## src/rtl/core/sobel_pkg.sv

```systemverilog
`timescale 1ns / 1ps

package sobel_pkg;

  // line store depth and derived column index width
  localparam int unsigned MaxWidth  = 1024;
  localparam int unsigned ColW      = $clog2(MaxWidth);

  localparam int unsigned PixW      = 8;
  localparam int unsigned WidthRegW = 11;
  localparam int unsigned HeightW   = 16;
  localparam int unsigned RowW      = HeightW + 1;
  localparam int unsigned MagW      = 11;

  localparam int unsigned CfgIdxW   = 2;
  localparam int unsigned CfgDataW  = 16;

  localparam int unsigned TdataInW  = 8;
  localparam int unsigned TdataOutW = 24;
  localparam int unsigned OutPadW   = TdataOutW - MagW - PixW;

  localparam int unsigned FifoDepth = 8;
  localparam int unsigned FifoIdxW  = $clog2(FifoDepth);
  localparam int unsigned CntW      = FifoIdxW + 1;

  // window columns that survive from one item to the next
  localparam int unsigned NumCells  = 2;

  localparam logic [WidthRegW-1:0] WidthReset  = WidthRegW'(640);
  localparam logic [HeightW-1:0]   HeightReset = HeightW'(480);
  localparam logic [MagW-1:0]      ThreshReset = MagW'(150);

  localparam logic [PixW-1:0] EdgeOn  = PixW'(255);
  localparam logic [PixW-1:0] EdgeOff = PixW'(0);

  typedef enum logic [CfgIdxW-1:0] {
    CFG_WIDTH  = 2'd0,
    CFG_HEIGHT = 2'd1,
    CFG_THRESH = 2'd2
  } cfg_idx_e;

  typedef enum logic {
    CMD_PIXEL = 1'b0,
    CMD_FLUSH = 1'b1
  } cmd_e;

  typedef struct packed {
    logic [PixW-1:0] top;
    logic [PixW-1:0] mid;
    logic [PixW-1:0] bot;
  } col_t;

  // per-column partials: top minus bottom, and top + 2*mid + bottom
  typedef struct packed {
    logic signed [PixW:0] diff;
    logic [PixW+1:0]      sum;
  } part_t;

  typedef struct packed {
    logic [PixW-1:0] lower;
    logic [PixW-1:0] upper;
  } lm_entry_t;

  typedef struct packed {
    logic            rd_en;
    logic [ColW-1:0] rd_addr;
    logic            wr_en;
    logic [ColW-1:0] wr_addr;
    lm_entry_t       wr_data;
  } lm_req_t;

  typedef struct packed {
    logic            last;
    logic [MagW-1:0] magnitude;
    logic [PixW-1:0] edge_res;
  } res_t;

  function automatic part_t col_part(col_t c);
    part_t p;
    p.diff = $signed({1'b0, c.top}) - $signed({1'b0, c.bot});
    p.sum  = {2'b00, c.top} + {1'b0, c.mid, 1'b0} + {2'b00, c.bot};
    return p;
  endfunction

endpackage

```

## src/rtl/core/sobel_out_fifo.sv

```systemverilog
`timescale 1ns / 1ps

module sobel_out_fifo (
  input  logic              clk_i,
  input  logic              rst_ni,
  input  logic              push_i,
  input  sobel_pkg::res_t   data_i,
  output logic              valid_o,
  input  logic              ready_i,
  output sobel_pkg::res_t   data_o
);

  sobel_pkg::res_t                  mem_q [sobel_pkg::FifoDepth];
  logic [sobel_pkg::FifoIdxW:0]     wr_ptr_q, wr_ptr_d;
  logic [sobel_pkg::FifoIdxW:0]     rd_ptr_q, rd_ptr_d;

  assign valid_o = (wr_ptr_q != rd_ptr_q);
  assign data_o  = mem_q[rd_ptr_q[sobel_pkg::FifoIdxW-1:0]];

  assign wr_ptr_d = wr_ptr_q + (sobel_pkg::FifoIdxW + 1)'(push_i);
  assign rd_ptr_d = rd_ptr_q + (sobel_pkg::FifoIdxW + 1)'(valid_o && ready_i);

  always_ff @(posedge clk_i) begin
    if (push_i) begin
      mem_q[wr_ptr_q[sobel_pkg::FifoIdxW-1:0]] <= data_i;
    end
  end

  always_ff @(posedge clk_i or negedge rst_ni) begin
    if (!rst_ni) begin
      wr_ptr_q <= '0;
      rd_ptr_q <= '0;
    end else begin
      wr_ptr_q <= wr_ptr_d;
      rd_ptr_q <= rd_ptr_d;
    end
  end

endmodule

```

## config.mk

```make
export PLATFORM = sky130hd
export DESIGN_NAME = sobel_out_fifo
export DESIGN_NICKNAME = d
export VERILOG_FILES = /design/src/rtl/core/sobel_pkg.sv /design/src/rtl/core/sobel_out_fifo.sv
export SDC_FILE = /design/constraint.sdc
export NUM_CORES = 1
export LEC_CHECK = 0
export BUFFER_PORTS_ARGS = -buffer_cell sky130_fd_sc_hd__buf_2
export CORE_MARGIN = 2
export CORE_UTILIZATION = 55
export DETAILED_ROUTE_END_ITERATION = 8
export PLACE_DENSITY_LB_ADDON = 0.25
export SLEW_MARGIN = 5
export SYNTH_ARGS = -nofsm -noshare
export SYNTH_HDL_FRONTEND = slang
export SYNTH_SLANG_ARGS = --single-unit
```

## constraint.sdc

```tcl
create_clock -name clk_i -period 3.3 [get_ports clk_i]
set_input_delay 0.825 -clock clk_i [delete_from_list [all_inputs] [get_ports clk_i]]
set_output_delay 0.825 -clock clk_i [all_outputs]
set_load 0.005 [all_outputs]
```

==> key figures, run 1 <==
Synth
  – Synth area leaders: edfxtp_1 (73%), mux4_1 (16%), mux2_2 (3.4%), dfrtp_1 (3.0%), buf_6 (0.86%)
  – Synth Area per Inst: 24.3 sq um
  – Count of state elements after synthesis: 168
  – Mapped cell area: 0.00657 sq mm
  – Synth Net Count: 298
  – Cell taking the most area after synthesis: edfxtp_1
  – Yosys synthesis warning count: 0
  – Netlist cell types: 20
  – Sequential area share after synthesis: 0.762
  – Top-area cell type share of the netlist area: 0.731
  – Cells after synthesis: 270

Power
  – Clock network power share: 0.269
  – Power per cell area: 837 mW/mm^2
  – Internal: 4.64 mW
  – Combinational share of power: 0.286
  – Switching share of power: 0.265
  – PnR Total Power: 6.31 mW
  – VDD IR max: 0.000410 V
  – Pleak: 2.62 nW
  – Net Switching: 1.67 mW
  – Seq pwr share: 0.445

Place
  – DP HPWL: 6420 microns
  – IO buf count: 44
  – Pre-CTS WS: 0.756 ns
  – Gp weighted congestion: 0.702

Finish
  – Fin nets: 361
  – Proportion of layout cells with a drive suffix above 1: 0.316
  – Antenna cell count: 0
  – Commonest non-fill, non-tap cell in the layout: edfxtp_1
  – Leading cell types in the layout, fill and taps excluded: edfxtp_1 (160), buf_2 (44), mux4_1 (39)
  – Fillers: 733
  – Layout area overhead: 14.7%
  – Util after Layout: 0.654

STA
  – Final WS setup: 0.332 ns
  – Setup Viol. Count Final: 0
  – RSZ-0062 raised after global routing: no
  – Setup total negative slack: 0 ns
  – Final slew viol count: 0
  – Max-slew headroom: 0.505
  – Peak Freq: 337 MHz
  – Hold Vio Cnt, Final: 0
  – Period utilization: 0.899
  – Final clock skew: 0.00571 ns
  – Worst-margin pin slew: 0.738 ns
  – Period minus WS final: 2.97 ns

Job
  – Max-cap viol count: 0

GRT
  – Vias in the first global route: 3014
  – GRT Util Overall: 0.196
  – First-pass GRT wire length: 17700 microns
  – Antenna violations before repair: 0
  – Largest net degree at the start of global routing: 44
  – Remaining global-route overflow: 0

Route
  – Avg WL per Cell: 23.2 microns
  – Final ANT Viol Nets: 0
  – Drt first pass iters: 5
  – Via density: 5.94
  – Via count: 2881
  – Detailed Route Iter0 Violations: 204
  – Post-detailed-route DRC marker count: 0
  – Final wirelength: 11200 microns

Die
  – Die span in y: 113 microns
  – Die area: 0.0128 sq mm
  – I/O pin cnt: 45
  – Die X-Extent: 113 microns
  – Placeable Area: 0.0115 sq mm
  – Row cnt: 39
  – Initial Utilization: 0.570

Worst setup path
  – Worst path max stage delay: 0.62 ns
  – Reg2Reg Setup Slack: 1.39 ns
  – Startpoint Class: flip-flop
  – Worst path slowest cell: mux4_1
  – CP required: 2.47 ns
  – Critical path type: reg2out
  – CP Capture Type: output port
  – CP Cell Sequence: buf_12, mux4_1, mux2_2, buf_2
  – R2r worst-path depth: 3
  – Worst r2r src: wr_ptr_q[1]
  – Reg-to-Reg End: mem_q[7][12]
  – Worst Path Arrival: 2.14 ns
  – Worst-path maximum fanout: 42

CTS
  – CTS resizes: 0
  – Post-CTS setup buffers: 0
  – CTS tree: built
  – Clk slew on worst S/H paths: 0.06 ns
  – Hold buffers post-CTS: 0
  – Root Driver: clkbuf_16
  – Sink Count: 168
  – Num CTS Buffers: 17
  – Max Root-Sink Buffers: 2
  – H-tree depth: 4
  – Clk_lat worst skew: 0.41 ns

Hold path
  – HP Class: in2async

Outcome
  – Status: finished clean
## synth_stat cells
| cell | number |
|---|---|
| mux4_2 | 1 |
| xnor2_1 | 6 |
| buf_6 | 5 |
| nand2b_1 | 3 |
| mux2_2 | 20 |
| inv_1 | 1 |
| mux4_1 | 39 |
| nand3_1 | 2 |
| buf_1 | 2 |
| edfxtp_1 | 160 |
| clkbuf_1 | 4 |
| nand2_1 | 2 |
| nor3_1 | 2 |
| xor2_1 | 2 |
| a41oi_1 | 1 |
| nand4_1 | 1 |
| buf_2 | 1 |
| ha_1 | 4 |
| nor2_1 | 6 |
| dfrtp_1 | 8 |
## state kept, by name, summed over array words and instances (netlist names)
name and count:
mem_q 160, wr_ptr_q 4, rd_ptr_q 4
## routing by layer
| layer | up-vias | wire (microns) | track usage |
|---|---|---|---|
| met5 | - | 0 | 0 |
| li1 | 1297 | - | - |
| met4 | 0 | 161 | 0.0805 |
| met1 | 1501 | 4830 | 0.263 |
| met3 | 11 | 494 | 0.0482 |
| met2 | 72 | 5750 | 0.312 |
## power groups by stage
stage / clock [mW] / combinational [mW] / sequential, mW
floorplan: 0 / 1.25 / 2.82
global placement: 0 / 1.81 / 2.83
detailed placement: 0 / 1.85 / 2.85
CTS: 1.73 / 1.85 / 2.81
global route: 1.83 / 1.96 / 2.84
finish: 1.70 / 1.81 / 2.81
## critical path, delay by kind of cell, from the launching register on
kind / cells / cell delay [ns]
muxes: 2 / 0.92
buffers and inverters: 2 / 0.41
DFF: 1 / 0.37
## area by class of cell
class / count / area [sq um] / share of cell area
Clock buffer: 21 / 440 / 0.0584
Inverter: 1 / 3.75 / 0.000498
Tap cell: 143 / 179 / 0.0237
Clock inverter: 7 / 57.6 / 0.00764
Timing Repair Buffer: 56 / 348 / 0.0462
Sequential cell: 168 / 5010 / 0.664
Multi-Input combinational cell: 89 / 1500 / 0.199
## worst max path at each step
| stage | start | to | slack, ns | cells after the start |
|---|---|---|---|---|
| after CTS | rd_ptr_q[0] | data_o[10] | 0.30 | 4 |
| after floorplan | push_i | mem_q[0][0] | 0.56 | 2 |
| after detailed placement | rd_ptr_q[0] | data_o[10] | 0.76 | 4 |
| after global placement | rd_ptr_q[0] | data_o[11] | 0.79 | 4 |
| final | rd_ptr_q[0] | data_o[10] | 0.33 | 4 |
| after global routing | rd_ptr_q[0] | data_o[10] | 0.26 | 4 |
## cells by family after synthesis
logic type | count (synthesis) | share of synthesized area
AOI/OAI and AO/OA | 1 | 0.00133
muxes | 60 | 0.194
and+or+nand+nor | 16 | 0.0114
xor gates and xnor gates | 8 | 0.0107
adders and majority gates | 4 | 0.00762
buffers and inverters | 13 | 0.0133
DFF | 168 | 0.762
## through the flow
step | hold slack (ns) | cell area (sq um) | std cells
after floorplan | 0.466 | 6570 | 270
after global placement | 0.484 | 7040 | 457
after detailed placement | 0.486 | 7040 | 457
after CTS | 0.230 | 7540 | 485
after global routing | 0.238 | 7540 | 485
final | 0.243 | 7540 | 485
Note: power is estimated with default switching activity, not from simulation.
==> run 2: changes to the inputs <==
PLACE_DENSITY = 0.71   (was not set)
PLACE_DENSITY_LB_ADDON = not set   (was 0.25)
REMOVE_ABC_BUFFERS = 1   (was not set)
==> key figures, run 2 (synthesized netlist as in run 1, its figures left out) <==
Power
  – Power per cell area: 850 mW/mm^2 (+1.5%)
  – Pleak: 2.66 nW (+1.6%)
  – VDD IR max: 0.000380 V (-7.2%)
  – Net Switching: 1.73 mW (+3.5%)
  – Seq pwr share: 0.437 (-0.008)
  – Switching share of power: 0.268 (+0.00282)
  – Combinational share of power: 0.276 (-0.010)
  – Clock network power share: 0.287 (+0.018)
  – Internal: 4.73 mW (+2.0%)

Job
  – Max-cap viol count: 0 (unchanged)

STA
  – Final slew viol count: 0 (unchanged)
  – RSZ-0062 raised after global routing: no
  – Worst-margin pin slew: 0.549 ns (-0.189 ns)
  – Max-slew headroom: 0.634 (+0.129)
  – Final clock skew: 0.00494 ns (-0.000769 ns)
  – Hold Vio Cnt, Final: 0 (unchanged)
  – Peak Freq: 347 MHz (+3.1%)
  – Period utilization: 0.872 (-0.0270)
  – Setup total negative slack: 0 ns (unchanged)
  – Setup Viol. Count Final: 0 (unchanged)
  – Period minus WS final: 2.88 ns (-0.0891 ns)

Die
  – Row cnt: 39 (unchanged)
  – Die X-Extent: 113 microns (unchanged)
  – I/O pin cnt: 45 (unchanged)
  – Initial Utilization: 0.570 (unchanged)
  – Die span in y: 113 microns (unchanged)
  – Placeable Area: 0.0115 sq mm (unchanged)
  – Die area: 0.0128 sq mm (unchanged)

CTS
  – Clk slew on worst S/H paths: 0.06 ns (about the same)
  – CTS resizes: 0 (unchanged)
  – Max Root-Sink Buffers: 2 (unchanged)
  – Root Driver: clkbuf_16
  – Sink Count: 168 (unchanged)
  – CTS tree: built
  – Num CTS Buffers: 17 (unchanged)
  – Hold buffers post-CTS: 0 (unchanged)
  – H-tree depth: 4 (unchanged)
  – Post-CTS setup buffers: 0 (unchanged)
  – Clk_lat worst skew: 0.42 ns (about the same)

Route
  – Detailed Route Iter0 Violations: 222 (+8.8%)
  – Final wirelength: 11200 microns (-0.12%)
  – Via count: 2896 (+0.52%)
  – Final ANT Viol Nets: 0 (unchanged)
  – Via density: 5.87 (-1.1%)
  – Avg WL per Cell: 22.8 microns (-1.7%)
  – Post-detailed-route DRC marker count: 0 (unchanged)
  – Drt first pass iters: 4 (-1)

Worst setup path
  – Worst Path Arrival: 2.05 ns (-0.09 ns)
  – Worst path max stage delay: 0.58 ns (-0.04 ns)
  – CP Cell Sequence: buf_4, mux4_1, mux2_2, buf_2
  – Worst-path maximum fanout: 15 (-64%)
  – CP required: 2.47 ns (about the same)
  – CP Capture Type: output port
  – Critical path type: reg2out
  – Startpoint Class: flip-flop
  – Worst path slowest cell: mux4_1

GRT
  – First-pass GRT wire length: 17100 microns (-3.4%)
  – Vias in the first global route: 3010 (-0.13%)
  – Largest net degree at the start of global routing: 44 (unchanged)
  – Remaining global-route overflow: 0 (unchanged)
  – Antenna violations before repair: 0 (unchanged)
  – GRT Util Overall: 0.189 (-0.00634)

Place
  – DP HPWL: 6360 microns (-0.92%)
  – Gp weighted congestion: 0.670 (-4.5%)
  – Placed cells: 461 (+0.88%)
  – IO buf count: 44 (unchanged)

Finish
  – Leading cell types in the layout, fill and taps excluded: edfxtp_1 (160), buf_2 (44), mux4_1 (39)
  – Fillers: 749 (+2.2%)
  – Commonest non-fill, non-tap cell in the layout: edfxtp_1
  – Fin nets: 365 (+1.1%)
  – Antenna cell count: 0 (unchanged)
  – Layout area overhead: 15.8%
  – Max reg flops: 160 (unchanged)
  – Final non-filler cell total: 493 (+1.6%)
  – Proportion of layout cells with a drive suffix above 1: 0.337 (+0.0214)

Outcome
  – Status: finished clean

Hold path
  – HP Class: in2async
[run 2: metrics by stage]
stage	total power [mW]	utilization	hold slack [ns]	setup WS, ns	area [sq um]
CTS	6.55	0.660	0.226	0.378	7600
global route	6.77	0.660	0.245	0.332	7600
global placement	4.65	0.612	0.483	0.850	7040
detailed placement	4.69	0.612	0.489	0.846	7040
floorplan	3.97	-	0.466	0.218	6480
finish	6.46	0.660	0.238	0.421	7600
[run 2: worst paths after layout]
kind,from,end,slack (ns),cells past startpoint
worst max-delay path,rd_ptr_q[0],data_o[15],0.42,4
worst min-delay path,rst_ni,rd_ptr_q[3],0.24,1
worst max register to register,rd_ptr_q[1],rd_ptr_q[2],1.32,6
worst min register to register,wr_ptr_q[3],wr_ptr_q[3],0.49,1
max in group asynchronous,rst_ni,rd_ptr_q[0],2.88,1
min in group clk_i,wr_ptr_q[3],wr_ptr_q[3],0.49,1
[run 2: layout make-up]
type | instances | area (sq um) | area share
clock buffer | 18 | 429 | 0.0564
clock inverter | 14 | 133 | 0.0174
inverter | 1 | 3.75 | 0.000494
multi-input combinational | 89 | 1500 | 0.197
sequential | 168 | 5010 | 0.658
tap | 143 | 179 | 0.0235
timing repair buffer | 60 | 353 | 0.0464
[run 2: critical path, delay by kind of cell, from the launching register on]
family / cells / cell delay [ns]
buffers and inverters: 2 / 0.39
muxes: 2 / 0.86
DFF: 1 / 0.38
[run 2: power by group through the flow]
stage / clock network [mW] / registers [mW] / logic (mW)
finish: 1.86 / 2.82 / 1.78
global route: 1.99 / 2.85 / 1.93
CTS: 1.89 / 2.83 / 1.83
detailed placement: 0 / 2.87 / 1.82
global placement: 0 / 2.85 / 1.79
floorplan: 0 / 2.98 / 0.991
[run 2: per-layer routing]
| layer | part of all wire | track usage |
|---|---|---|
| met1 | 0.42 | 0.237 |
| met2 | 0.53 | 0.318 |
| met3 | 0.033 | 0.0471 |
| met4 | 0.014 | 0.0813 |
| met5 | 0 | 0 |
