## config.mk

```make
export PLATFORM = sky130hd
export DESIGN_NAME = sobel_cell
export DESIGN_NICKNAME = d
export VERILOG_FILES = /design/src/rtl/core/sobel_pkg.sv /design/src/rtl/core/sobel_cell.sv
export SDC_FILE = /design/constraint.sdc
export NUM_CORES = 1
export LEC_CHECK = 0
export BUFFER_PORTS_ARGS = -buffer_cell sky130_fd_sc_hd__buf_2
export CORE_ASPECT_RATIO = 0.7
export CORE_MARGIN = 2
export CORE_UTILIZATION = 35
export CTS_CLUSTER_SIZE = 14
export DETAILED_ROUTE_END_ITERATION = 10
export SKIP_LAST_GASP = 1
export SYNTH_ARGS = -nofsm -noshare
export SYNTH_HDL_FRONTEND = slang
export SYNTH_SLANG_ARGS = --single-unit
```

## constraint.sdc

```tcl
create_clock -name clk_i -period 2.3 [get_ports clk_i]
set_clock_uncertainty 0.15 [all_clocks]
set_input_delay 0.115 -clock clk_i [delete_from_list [all_inputs] [get_ports clk_i]]
set_output_delay 0.115 -clock clk_i [all_outputs]
set_load 0.005 [all_outputs]
```

## src/rtl/core/sobel_pkg.sv

```systemverilog
`timescale 1ns / 1ps

package sobel_pkg;

  // line store depth and derived column index width
  localparam int unsigned MaxWidth  = 1024;
  localparam int unsigned ColW      = $clog2(MaxWidth);

  localparam int unsigned PixW      = 8;
  localparam int unsigned WidthRegW = 11;
  localparam int unsigned HeightW   = 16;
  localparam int unsigned RowW      = HeightW + 1;
  localparam int unsigned MagW      = 11;

  localparam int unsigned CfgIdxW   = 2;
  localparam int unsigned CfgDataW  = 16;

  localparam int unsigned TdataInW  = 8;
  localparam int unsigned TdataOutW = 24;
  localparam int unsigned OutPadW   = TdataOutW - MagW - PixW;

  localparam int unsigned FifoDepth = 8;
  localparam int unsigned FifoIdxW  = $clog2(FifoDepth);
  localparam int unsigned CntW      = FifoIdxW + 1;

  // window columns that survive from one item to the next
  localparam int unsigned NumCells  = 2;

  localparam logic [WidthRegW-1:0] WidthReset  = WidthRegW'(640);
  localparam logic [HeightW-1:0]   HeightReset = HeightW'(480);
  localparam logic [MagW-1:0]      ThreshReset = MagW'(150);

  localparam logic [PixW-1:0] EdgeOn  = PixW'(255);
  localparam logic [PixW-1:0] EdgeOff = PixW'(0);

  typedef enum logic [CfgIdxW-1:0] {
    CFG_WIDTH  = 2'd0,
    CFG_HEIGHT = 2'd1,
    CFG_THRESH = 2'd2
  } cfg_idx_e;

  typedef enum logic {
    CMD_PIXEL = 1'b0,
    CMD_FLUSH = 1'b1
  } cmd_e;

  typedef struct packed {
    logic [PixW-1:0] top;
    logic [PixW-1:0] mid;
    logic [PixW-1:0] bot;
  } col_t;

  // per-column partials: top minus bottom, and top + 2*mid + bottom
  typedef struct packed {
    logic signed [PixW:0] diff;
    logic [PixW+1:0]      sum;
  } part_t;

  typedef struct packed {
    logic [PixW-1:0] lower;
    logic [PixW-1:0] upper;
  } lm_entry_t;

  typedef struct packed {
    logic            rd_en;
    logic [ColW-1:0] rd_addr;
    logic            wr_en;
    logic [ColW-1:0] wr_addr;
    lm_entry_t       wr_data;
  } lm_req_t;

  typedef struct packed {
    logic            last;
    logic [MagW-1:0] magnitude;
    logic [PixW-1:0] edge_res;
  } res_t;

  function automatic part_t col_part(col_t c);
    part_t p;
    p.diff = $signed({1'b0, c.top}) - $signed({1'b0, c.bot});
    p.sum  = {2'b00, c.top} + {1'b0, c.mid, 1'b0} + {2'b00, c.bot};
    return p;
  endfunction

endpackage

```

## src/rtl/core/sobel_cell.sv

```systemverilog
`timescale 1ns / 1ps

module sobel_cell (
  input  logic             clk_i,
  input  logic             rst_ni,
  input  logic             en_i,
  input  logic             zap_i,
  input  sobel_pkg::part_t part_i,
  output sobel_pkg::part_t part_o
);

  sobel_pkg::part_t part_d;
  sobel_pkg::part_t part_q;

  // a new row starts with empty columns to the left
  assign part_d = zap_i ? '0 : part_i;

  always_ff @(posedge clk_i or negedge rst_ni) begin
    if (!rst_ni) begin
      part_q <= '0;
    end else if (en_i) begin
      part_q <= part_d;
    end
  end

  assign part_o = part_q;

endmodule

```

==> impl_metrics.env, run 1 <==
export IMPL_status="completed"
export IMPL_synth_edf_count=0
export IMPL_critical_path_arrival_ns=0.83
export IMPL_insertion_delay_ns=0.29
export IMPL_power_leakage_nw=0.639
export IMPL_grt_pass1_vias=688
export IMPL_drc=0
export IMPL_largest_reg_flops=19
export IMPL_relSlewSlack=0.597
export IMPL_root_buffer="clkbuf_4"
export IMPL_fmax_ghz=0.910
export IMPL_gp_congestion=0.629
export IMPL_syn_to_final_growth_pct=48.5
export IMPL_yosys_warnings=0
export IMPL_yosysSeqAreaShare=0.556
export IMPL_clock_sinks=19
export IMPL_yosys_area_top_type="dfrtp_1"
export IMPL_antenna_left=0
export IMPL_synth_cell_types=9
export IMPL_portBuffers=41
export IMPL_synthCells=81
export IMPL_dr_first_iter_drc_count=32
export IMPL_fin_cells=173
export IMPL_worstPathRequired_ns=2.04
export IMPL_fin_crit_ns=1.10
export IMPL_dominantRegCellSynth="dfrtp_1"
export IMPL_powerDensity_mw_per_mm2=526
export IMPL_start_util=0.384
export IMPL_cts_buffers_inserted=3
export IMPL_tritoncts="yes"
export IMPL_yosys_top_cells_count="dfrtp_1 (19), inv_1 (19), nand3b_1 (19), o21ai_0 (8), o21ai_1 (8)"
export IMPL_via_per_inst=4.30
export IMPL_crit_path_start_kind="flop"
export IMPL_die_area_sq_mm=0.00286
export IMPL_critPathKind="reg2out"
export IMPL_diodes=0
export IMPL_maxCapViolCount=0
export IMPL_drive_above_1_share=0.340
export IMPL_crit_slowest_cell="dfrtp_1"
export IMPL_crit_path_max_incr_delay_ns=0.40
export IMPL_crit_fanout=2
export IMPL_fp_dieH_um=45.3
export IMPL_rows=14
export IMPL_die_w_um=63.1
export IMPL_fin_crit_sh=0.478
export IMPL_vias=744
export IMPL_dr_pass1_iters=6
export IMPL_synthArstFlopShare=1.00
export IMPL_grt_max_degree=39
export IMPL_reg2reg_to="part_o[10]$_DFFE_PN0P_"
export IMPL_r2r_setup_slack_ns=1.49
export IMPL_regToRegStartpoint="part_o[10]$_DFFE_PN0P_"
export IMPL_cts_buffer_depth=2
export IMPL_hold_path_class="in2reg"
export IMPL_rsz0062_at_grt="no"
export IMPL_crit_chain="buf_2"
export IMPL_cp_top_family="flip-flops"
export IMPL_syn_nets=104
export IMPL_fin_tns_setup_ns=0
export IMPL_synthTopCellsByArea="dfrtp_1 (56%), nand3b_1 (17%), inv_1 (8.3%)"
export IMPL_startpoint="part_o[10]$_DFFE_PN0P_"
export IMPL_synth_cell_area_sq_um=855
export IMPL_ios=42
export IMPL_clk_pin_slew_ns=0.11
export IMPL_routedWlPerCell_um=10.3
export IMPL_synth_top_area_share=0.556
export IMPL_nets=165
export IMPL_grt_overflow=0
export IMPL_irDropWorstVdd_mv=0.275
export IMPL_dpl_hpwl_mm=1.15
export IMPL_setup_violations=0
export IMPL_finalWirelength_mm=1.78
export IMPL_grt_pass1_wl_mm=2.80
export IMPL_core_sq_mm=0.00222
export IMPL_dp_cells=149
export IMPL_crit_path_end="part_o[10]"
export IMPL_worst_slew_pin_slew_ns=0.605
export IMPL_cts_resized=0
export IMPL_crit_cells=1
export IMPL_grt_usage=0.129
export IMPL_reg2reg_depth=2
export IMPL_synth_seq_cells=19
export IMPL_endpoint_kind="output port"
export IMPL_cp_buffers_inverters=1
export IMPL_syn_avg_cell_area_sq_um=10.6
export IMPL_htree_levels=1
export IMPL_total_power_w=0.000668
export IMPL_hold_violations=0
export IMPL_antenna_found_initial=0
export IMPL_slew_viol_final=0
==> layout make-up <==
type / count / area (sq um)
Clock buffer: 3 / 22.5
Fill cell: 213 / 956
Timing Repair Buffer: 61 / 405
Tap cell: 32 / 40.0
Multi-Input combinational cell: 38 / 249
Sequential cell: 19 / 475
Inverter: 19 / 71.3
Clock inverter: 1 / 5.00
==> kinds of logic (layout without fill, tap and decap cells) <==
group,count (synthesis),after routing,synth area share
buffers and inverters,24,84,0.152
AO/OA/AOI/OAI,19,19,0.124
flip-flops,19,19,0.556
AND/OR/NAND/NOR,19,19,0.167
==> metal layers <==
layer  up-vias  track usage  part of all wire
met5         -            0                 0
li1        378            -                 -
met3         4       0.0449             0.064
met2        21        0.230              0.50
met4         0       0.0533             0.014
met1       341        0.145              0.42
==> how the worst min path moves through the flow <==
stage	startpoint	endpoint	slack, ns	cells after the start
floorplan	rst_ni	part_o[0]$_DFFE_PN0P_	-0.33	0
global placement	rst_ni	part_o[12]$_DFFE_PN0P_	-0.07	1
detailed placement	rst_ni	part_o[12]$_DFFE_PN0P_	-0.07	1
CTS	zap_i	part_o[2]$_DFFE_PN0P_	0.11	3
global route	zap_i	part_o[11]$_DFFE_PN0P_	0.12	3
finish	zap_i	part_o[4]$_DFFE_PN0P_	0.10	3
==> placed cells by master, fill, tap and decap left out, drive strengths merged <==
cell / instances
clkinv: 1
inv: 19
dlygate4sd3: 20
nand3b: 19
clkbuf: 3
dfrtp: 19
buf: 41
o21ai: 19
==> power breakdown <==
part	switching, W	total, W	internal (W)
combinational	0.0000549	0.000126	0.0000711
clock	0.000105	0.000169	0.0000648
sequential	0.0000123	0.000372	0.000360
==> stage by stage <==
step | worst slack (ns) | hold WS, ns | util | area [sq um]
6_report | 1.20 | 0.105 | 0.570 | 1270
3_3_place_gp | 1.24 | -0.0722 | 0.468 | 1040
2_1_floorplan | 1.54 | -0.331 | - | 855
3_5_place_dp | 1.18 | -0.0709 | 0.468 | 1040
4_1_cts | 1.18 | 0.107 | 0.570 | 1270
5_1_grt | 1.16 | 0.124 | 0.570 | 1270
==> timing repair <==
action,CTS,global route
hold buffers,20,0
endpoints found under the hold margin,38,0
buffers inserted,0,0
No activity file was read; power rests on OpenSTA's default activity.
==> run 2: changes to the inputs <==
--- a/config.mk
+++ b/config.mk
@@ -11,6 +11,7 @@
 export CORE_UTILIZATION = 35
 export CTS_CLUSTER_SIZE = 14
 export DETAILED_ROUTE_END_ITERATION = 10
+export PLACE_DENSITY = 0.66
 export SKIP_LAST_GASP = 1
 export SYNTH_ARGS = -nofsm -noshare
 export SYNTH_HDL_FRONTEND = slang
==> constraint.sdc (replaced) <==
create_clock -name clk_i -period 0.89 [get_ports clk_i]
set_clock_uncertainty 0.15 [all_clocks]
set_input_delay 0.0445 -clock clk_i [delete_from_list [all_inputs] [get_ports clk_i]]
set_output_delay 0.0445 -clock clk_i [all_outputs]
set_load 0.005 [all_outputs]
==> impl_metrics.env, run 2 (synthesis gave the netlist of run 1 again) <==
export IMPL_cts_buffers_inserted=3
export IMPL_n_fill_cell=216
export IMPL_status="finished with violations"
export IMPL_most_common_layout_cells="buf_2 (41), dlygate4sd3_1 (20), nand3b_1 (19), dfrtp_1 (19), inv_1 (16)"
export IMPL_regArea_sq_um=475
export IMPL_drive_above_1_share=0.422
export IMPL_ctsHoldBuffers=20
export IMPL_drc=0
export IMPL_start_util=0.384
export IMPL_crit_chain="buf_2"
export IMPL_fin_ws_ns=-0.155
export IMPL_violations="hold timing, setup timing"
export IMPL_fp_dieH_um=45.3
export IMPL_vias=811
export IMPL_irDropWorstVdd_mv=0.786
export IMPL_setup_violations=20
export IMPL_fmax_ghz=0.957
export IMPL_p_switching_w=0.000471
export IMPL_crit_path_max_incr_delay_ns=0.42
export IMPL_hold_path_class="in2reg"
export IMPL_die_w_um=63.1
export IMPL_nets=178
export IMPL_dp_cells=150
export IMPL_finalWirelength_mm=2.21
export IMPL_critical_path_arrival_ns=0.85
export IMPL_endpoint_kind="output port"
export IMPL_combPwrFrac=0.232
export IMPL_syn_to_final_growth_pct=63.4
export IMPL_dr_pass1_iters=4
export IMPL_r2r_setup_slack_ns=-0.01
export IMPL_die_area_sq_mm=0.00286
export IMPL_fin_cells=186
export IMPL_powerDensity_mw_per_mm2=1310
export IMPL_critPathKind="reg2out"
export IMPL_cp_top_family="flip-flops"
export IMPL_grt_usage=0.164
export IMPL_fin_tns_setup_ns=-2.35
export IMPL_core_sq_mm=0.00222
export IMPL_worst_slew_pin_slew_ns=0.422
export IMPL_mostFrequentLayoutCell="buf_2"
export IMPL_dr_first_iter_drc_count=10
export IMPL_dpl_hpwl_mm=1.30
export IMPL_crit_path_start_kind="flop"
export IMPL_routedWlPerCell_um=11.9
export IMPL_ios=42
export IMPL_fin_crit_ns=1.05
export IMPL_timing_hold_ws_ns=-0.00868
export IMPL_cts_buffer_depth=2
export IMPL_worstPathRequired_ns=0.70
export IMPL_cp_buffers_inverters=1
export IMPL_insertion_delay_ns=0.30
export IMPL_p_int_w=0.00136
export IMPL_htree_levels=1
export IMPL_portBuffers=41
export IMPL_gp_congestion=0.670
export IMPL_tritoncts="yes"
export IMPL_antenna_found_initial=0
export IMPL_via_per_inst=4.36
export IMPL_antenna_left=0
export IMPL_p_sw_frac=0.258
export IMPL_pwr_share_clk=0.240
export IMPL_power_leakage_nw=0.713
export IMPL_clock_sinks=19
export IMPL_grt_pass1_vias=816
export IMPL_grt_pass1_wl_mm=3.58
export IMPL_crit_slowest_cell="dfrtp_1"
export IMPL_hold_violations=1
export IMPL_grt_max_degree=39
export IMPL_slew_viol_final=0
export IMPL_place_ws_ns=0.0985
export IMPL_largest_reg_flops=19
export IMPL_total_power_w=0.00183
export IMPL_maxCapViolCount=0
export IMPL_crit_fanout=2
export IMPL_root_buffer="clkbuf_4"
export IMPL_grt_overflow=0
export IMPL_clk_pin_slew_ns=0.11
export IMPL_seqPwrFrac=0.528
export IMPL_rows=14
export IMPL_relSlewSlack=0.718
export IMPL_diodes=0
export IMPL_fin_crit_sh=1.17
export IMPL_multiInputGateArea_sq_um=256
export IMPL_rsz0062_at_grt="yes"
[run 2: worst paths after layout]
check                                  startpoint                      to  cells past startpoint
max                        part_o[11]$_DFFE_PN0P_              part_o[11]                      1
min                                          en_i  part_o[11]$_DFFE_PN0P_                      3
max reg2reg                part_o[18]$_DFFE_PN0P_  part_o[18]$_DFFE_PN0P_                      3
min reg2reg                 part_o[0]$_DFFE_PN0P_   part_o[0]$_DFFE_PN0P_                      2
max in group asynchronous                  rst_ni   part_o[7]$_DFFE_PN0P_                      2
min in group asynchronous                  rst_ni  part_o[14]$_DFFE_PN0P_                      2
[run 2: routing by layer]
layer | routed length [um] | GRT usage
met5 | 0 | 0
met1 | 970 | 0.189
met3 | 113 | 0.0549
met2 | 1130 | 0.317
met4 | 0 | 0.0133
[run 2: worst register-to-register path: stages (launching register included)]
cell and delay, ns:
dfrtp_1 0.40, buf_4 0.13, inv_1 0.05, o21ai_0 0.06
[run 2: what timing repair did]
action,4_1_cts,5_1_grt
buffers inserted,4,10
setup endpoints to repair,19,23
hold endpoints to repair,38,2
pin swaps,0,2
gates resized for setup,0,10
[run 2: metrics by stage]
stage | cell area (sq um) | utilization
after floorplan | 855 | -
after global placement | 1060 | 0.477
after detailed placement | 1060 | 0.477
after CTS | 1320 | 0.592
after global routing | 1400 | 0.628
final | 1400 | 0.628
[run 2: cell type report]
class | instances | share of cell area
Timing Repair Buffer | 74 | 0.377
Sequential cell | 19 | 0.341
Inverter | 19 | 0.0511
Tap cell | 32 | 0.0287
Multi-Input combinational cell | 38 | 0.184
Clock buffer | 4 | 0.0188
[run 2: power by group through the flow]
stage	Clock [W]	Combinational, W	Sequential, W
after detailed placement	0	0.000278	0.000982
after global placement	0	0.000268	0.000979
after CTS	0.000452	0.000367	0.000964
final	0.000438	0.000424	0.000966
after global routing	0.000488	0.000472	0.000975
after floorplan	0	0.000127	0.000988
==> run 3: changes to the inputs <==
--- a/config.mk
+++ b/config.mk
@@ -8,10 +8,10 @@
 export BUFFER_PORTS_ARGS = -buffer_cell sky130_fd_sc_hd__buf_2
 export CORE_ASPECT_RATIO = 0.7
 export CORE_MARGIN = 2
-export CORE_UTILIZATION = 35
+export CORE_UTILIZATION = 40
 export CTS_CLUSTER_SIZE = 14
 export DETAILED_ROUTE_END_ITERATION = 10
-export PLACE_DENSITY = 0.66
+export PLACE_DENSITY = 0.74
 export SKIP_LAST_GASP = 1
 export SYNTH_ARGS = -nofsm -noshare
 export SYNTH_HDL_FRONTEND = slang
==> impl_metrics.env, run 3 (synthesis gave the netlist of run 1 again) <==
export IMPL_status="finished with violations"
export IMPL_violations="hold timing, setup timing"
export IMPL_antenna_found_initial=0
export IMPL_irDropWorstVdd_mv=1.05
export IMPL_drc=0
export IMPL_ios=42
export IMPL_power_leakage_nw=0.682
export IMPL_largest_reg_flops=19
export IMPL_fin_crit_sh=1.14
export IMPL_routedWlPerCell_um=11.5
export IMPL_vias=781
export IMPL_hold_violations=3
export IMPL_grt_pass1_vias=746
export IMPL_grt_usage=0.175
export IMPL_p_sw_frac=0.249
export IMPL_fmax_ghz=0.982
export IMPL_syn_to_final_growth_pct=55.8
export IMPL_mostFrequentLayoutCell="buf_2"
export IMPL_fin_tns_setup_ns=-2.16
export IMPL_antenna_left=0
export IMPL_tritoncts="yes"
export IMPL_p_switching_w=0.000440
export IMPL_dpl_hpwl_mm=1.20
export IMPL_dpl_instance_area_sq_mm=0.00105
export IMPL_via_per_inst=4.57
export IMPL_rsz0062_at_grt="yes"
export IMPL_p_int_w=0.00133
export IMPL_crit_path_start_kind="flop"
export IMPL_gp_congestion=0.670
export IMPL_clock_sinks=19
export IMPL_crit_slowest_cell="dfrtp_1"
export IMPL_setup_violations=20
export IMPL_final_cell_area_sq_mm=0.00133
export IMPL_powerDensity_mw_per_mm2=1330
export IMPL_slew_viol_final=0
export IMPL_fin_crit_ns=1.02
export IMPL_cp_buffers_inverters=1
export IMPL_core_sq_mm=0.00194
export IMPL_root_buffer="clkbuf_4"
export IMPL_seqPwrFrac=0.546
export IMPL_clk_pin_slew_ns=0.10
export IMPL_cp_top_family="flip-flops"
export IMPL_pwr_share_clk=0.238
export IMPL_grt_max_degree=39
export IMPL_grt_overflow=0
export IMPL_cts_buffer_depth=2
export IMPL_hold_path_class="in2reg"
export IMPL_dr_pass1_iters=5
export IMPL_portBuffers=41
export IMPL_die_w_um=59.2
export IMPL_fp_dieH_um=42.7
export IMPL_maxCapViolCount=0
export IMPL_ctsHoldBuffers=20
export IMPL_timing_hold_ws_ns=-0.00368
export IMPL_finalWirelength_mm=1.97
export IMPL_crit_fanout=2
export IMPL_worstPathRequired_ns=0.70
export IMPL_worst_slew_pin_slew_ns=0.414
export IMPL_total_power_w=0.00177
export IMPL_die_area_sq_mm=0.00253
export IMPL_critical_path_arrival_ns=0.82
export IMPL_endpoint_kind="output port"
export IMPL_start_util=0.441
export IMPL_nets=173
export IMPL_crit_path_max_incr_delay_ns=0.40
export IMPL_cts_buffers_inserted=3
export IMPL_rows=13
export IMPL_most_common_layout_cells="buf_2 (41), dlygate4sd3_1 (20), nand3b_1 (19), dfrtp_1 (19), inv_1 (17)"
export IMPL_dr_first_iter_drc_count=12
export IMPL_critPathKind="reg2out"
export IMPL_diodes=0
export IMPL_drive_above_1_share=0.389
export IMPL_combPwrFrac=0.217
export IMPL_grt_pass1_wl_mm=3.21
export IMPL_relSlewSlack=0.724
export IMPL_crit_chain="buf_2"
export IMPL_fin_ws_ns=-0.128
export IMPL_insertion_delay_ns=0.29
export IMPL_htree_levels=1
## run 3: power groups by stage
stage               clock network, W  registers (W)  logic (W)
finish                      0.000421       0.000965   0.000383
floorplan                          0       0.000988   0.000127
detailed placement                 0       0.000981   0.000275
CTS                         0.000453       0.000965   0.000352
global route                0.000488       0.000973   0.000426
global placement                   0       0.000979   0.000268
## run 3: through the flow
| stage | setup WS (ns) | std cells | util |
|---|---|---|---|
| floorplan | 0.140 | 81 | - |
| global placement | 0.129 | 140 | 0.542 |
| detailed placement | 0.0911 | 140 | 0.542 |
| CTS | -0.151 | 166 | 0.666 |
| global route | -0.178 | 171 | 0.688 |
| finish | -0.128 | 171 | 0.688 |
## run 3: layout make-up
| type | instances | area (sq um) |
|---|---|---|
| clock buffer | 4 | 26.3 |
| tap | 22 | 27.5 |
| multi-input combinational | 38 | 253 |
| timing repair buffer | 69 | 478 |
| fill | 142 | 604 |
| sequential | 19 | 475 |
| inverter | 19 | 71.3 |
## run 3: path summary, 6_finish.rpt
check	to	startpoint	slack, ns	cells after the start
worst max-delay path	part_o[10]	part_o[10]$_DFFE_PN0P_	-0.13	1
worst min-delay path	part_o[15]$_DFFE_PN0P_	en_i	-0.004	3
min in group asynchronous	part_o[10]$_DFFE_PN0P_	rst_ni	0.07	2
worst min register to register	part_o[3]$_DFFE_PN0P_	part_o[3]$_DFFE_PN0P_	0.37	2
max in group asynchronous	part_o[2]$_DFFE_PN0P_	rst_ni	0.22	2
worst max register to register	part_o[12]$_DFFE_PN0P_	part_o[12]$_DFFE_PN0P_	-0.01	3
## run 3: repair_timing
item | 4_1_cts | 5_1_grt
gates resized for setup | 0 | 4
hold endpoints to repair | 38 | 4
setup buffers | 2 | 6
pin swaps | 0 | 1
cloned | 0 | 0
endpoints found under the setup margin | 19 | 21
## run 3: routing by layer
metal,share of wire,wire [um],GRT usage,up-vias
met4,0.018,36,0.100,0
met1,0.44,858,0.200,363
li1,-,-,-,395
met2,0.50,985,0.290,18
met3,0.047,92,0.0488,5
met5,0,0,0,-
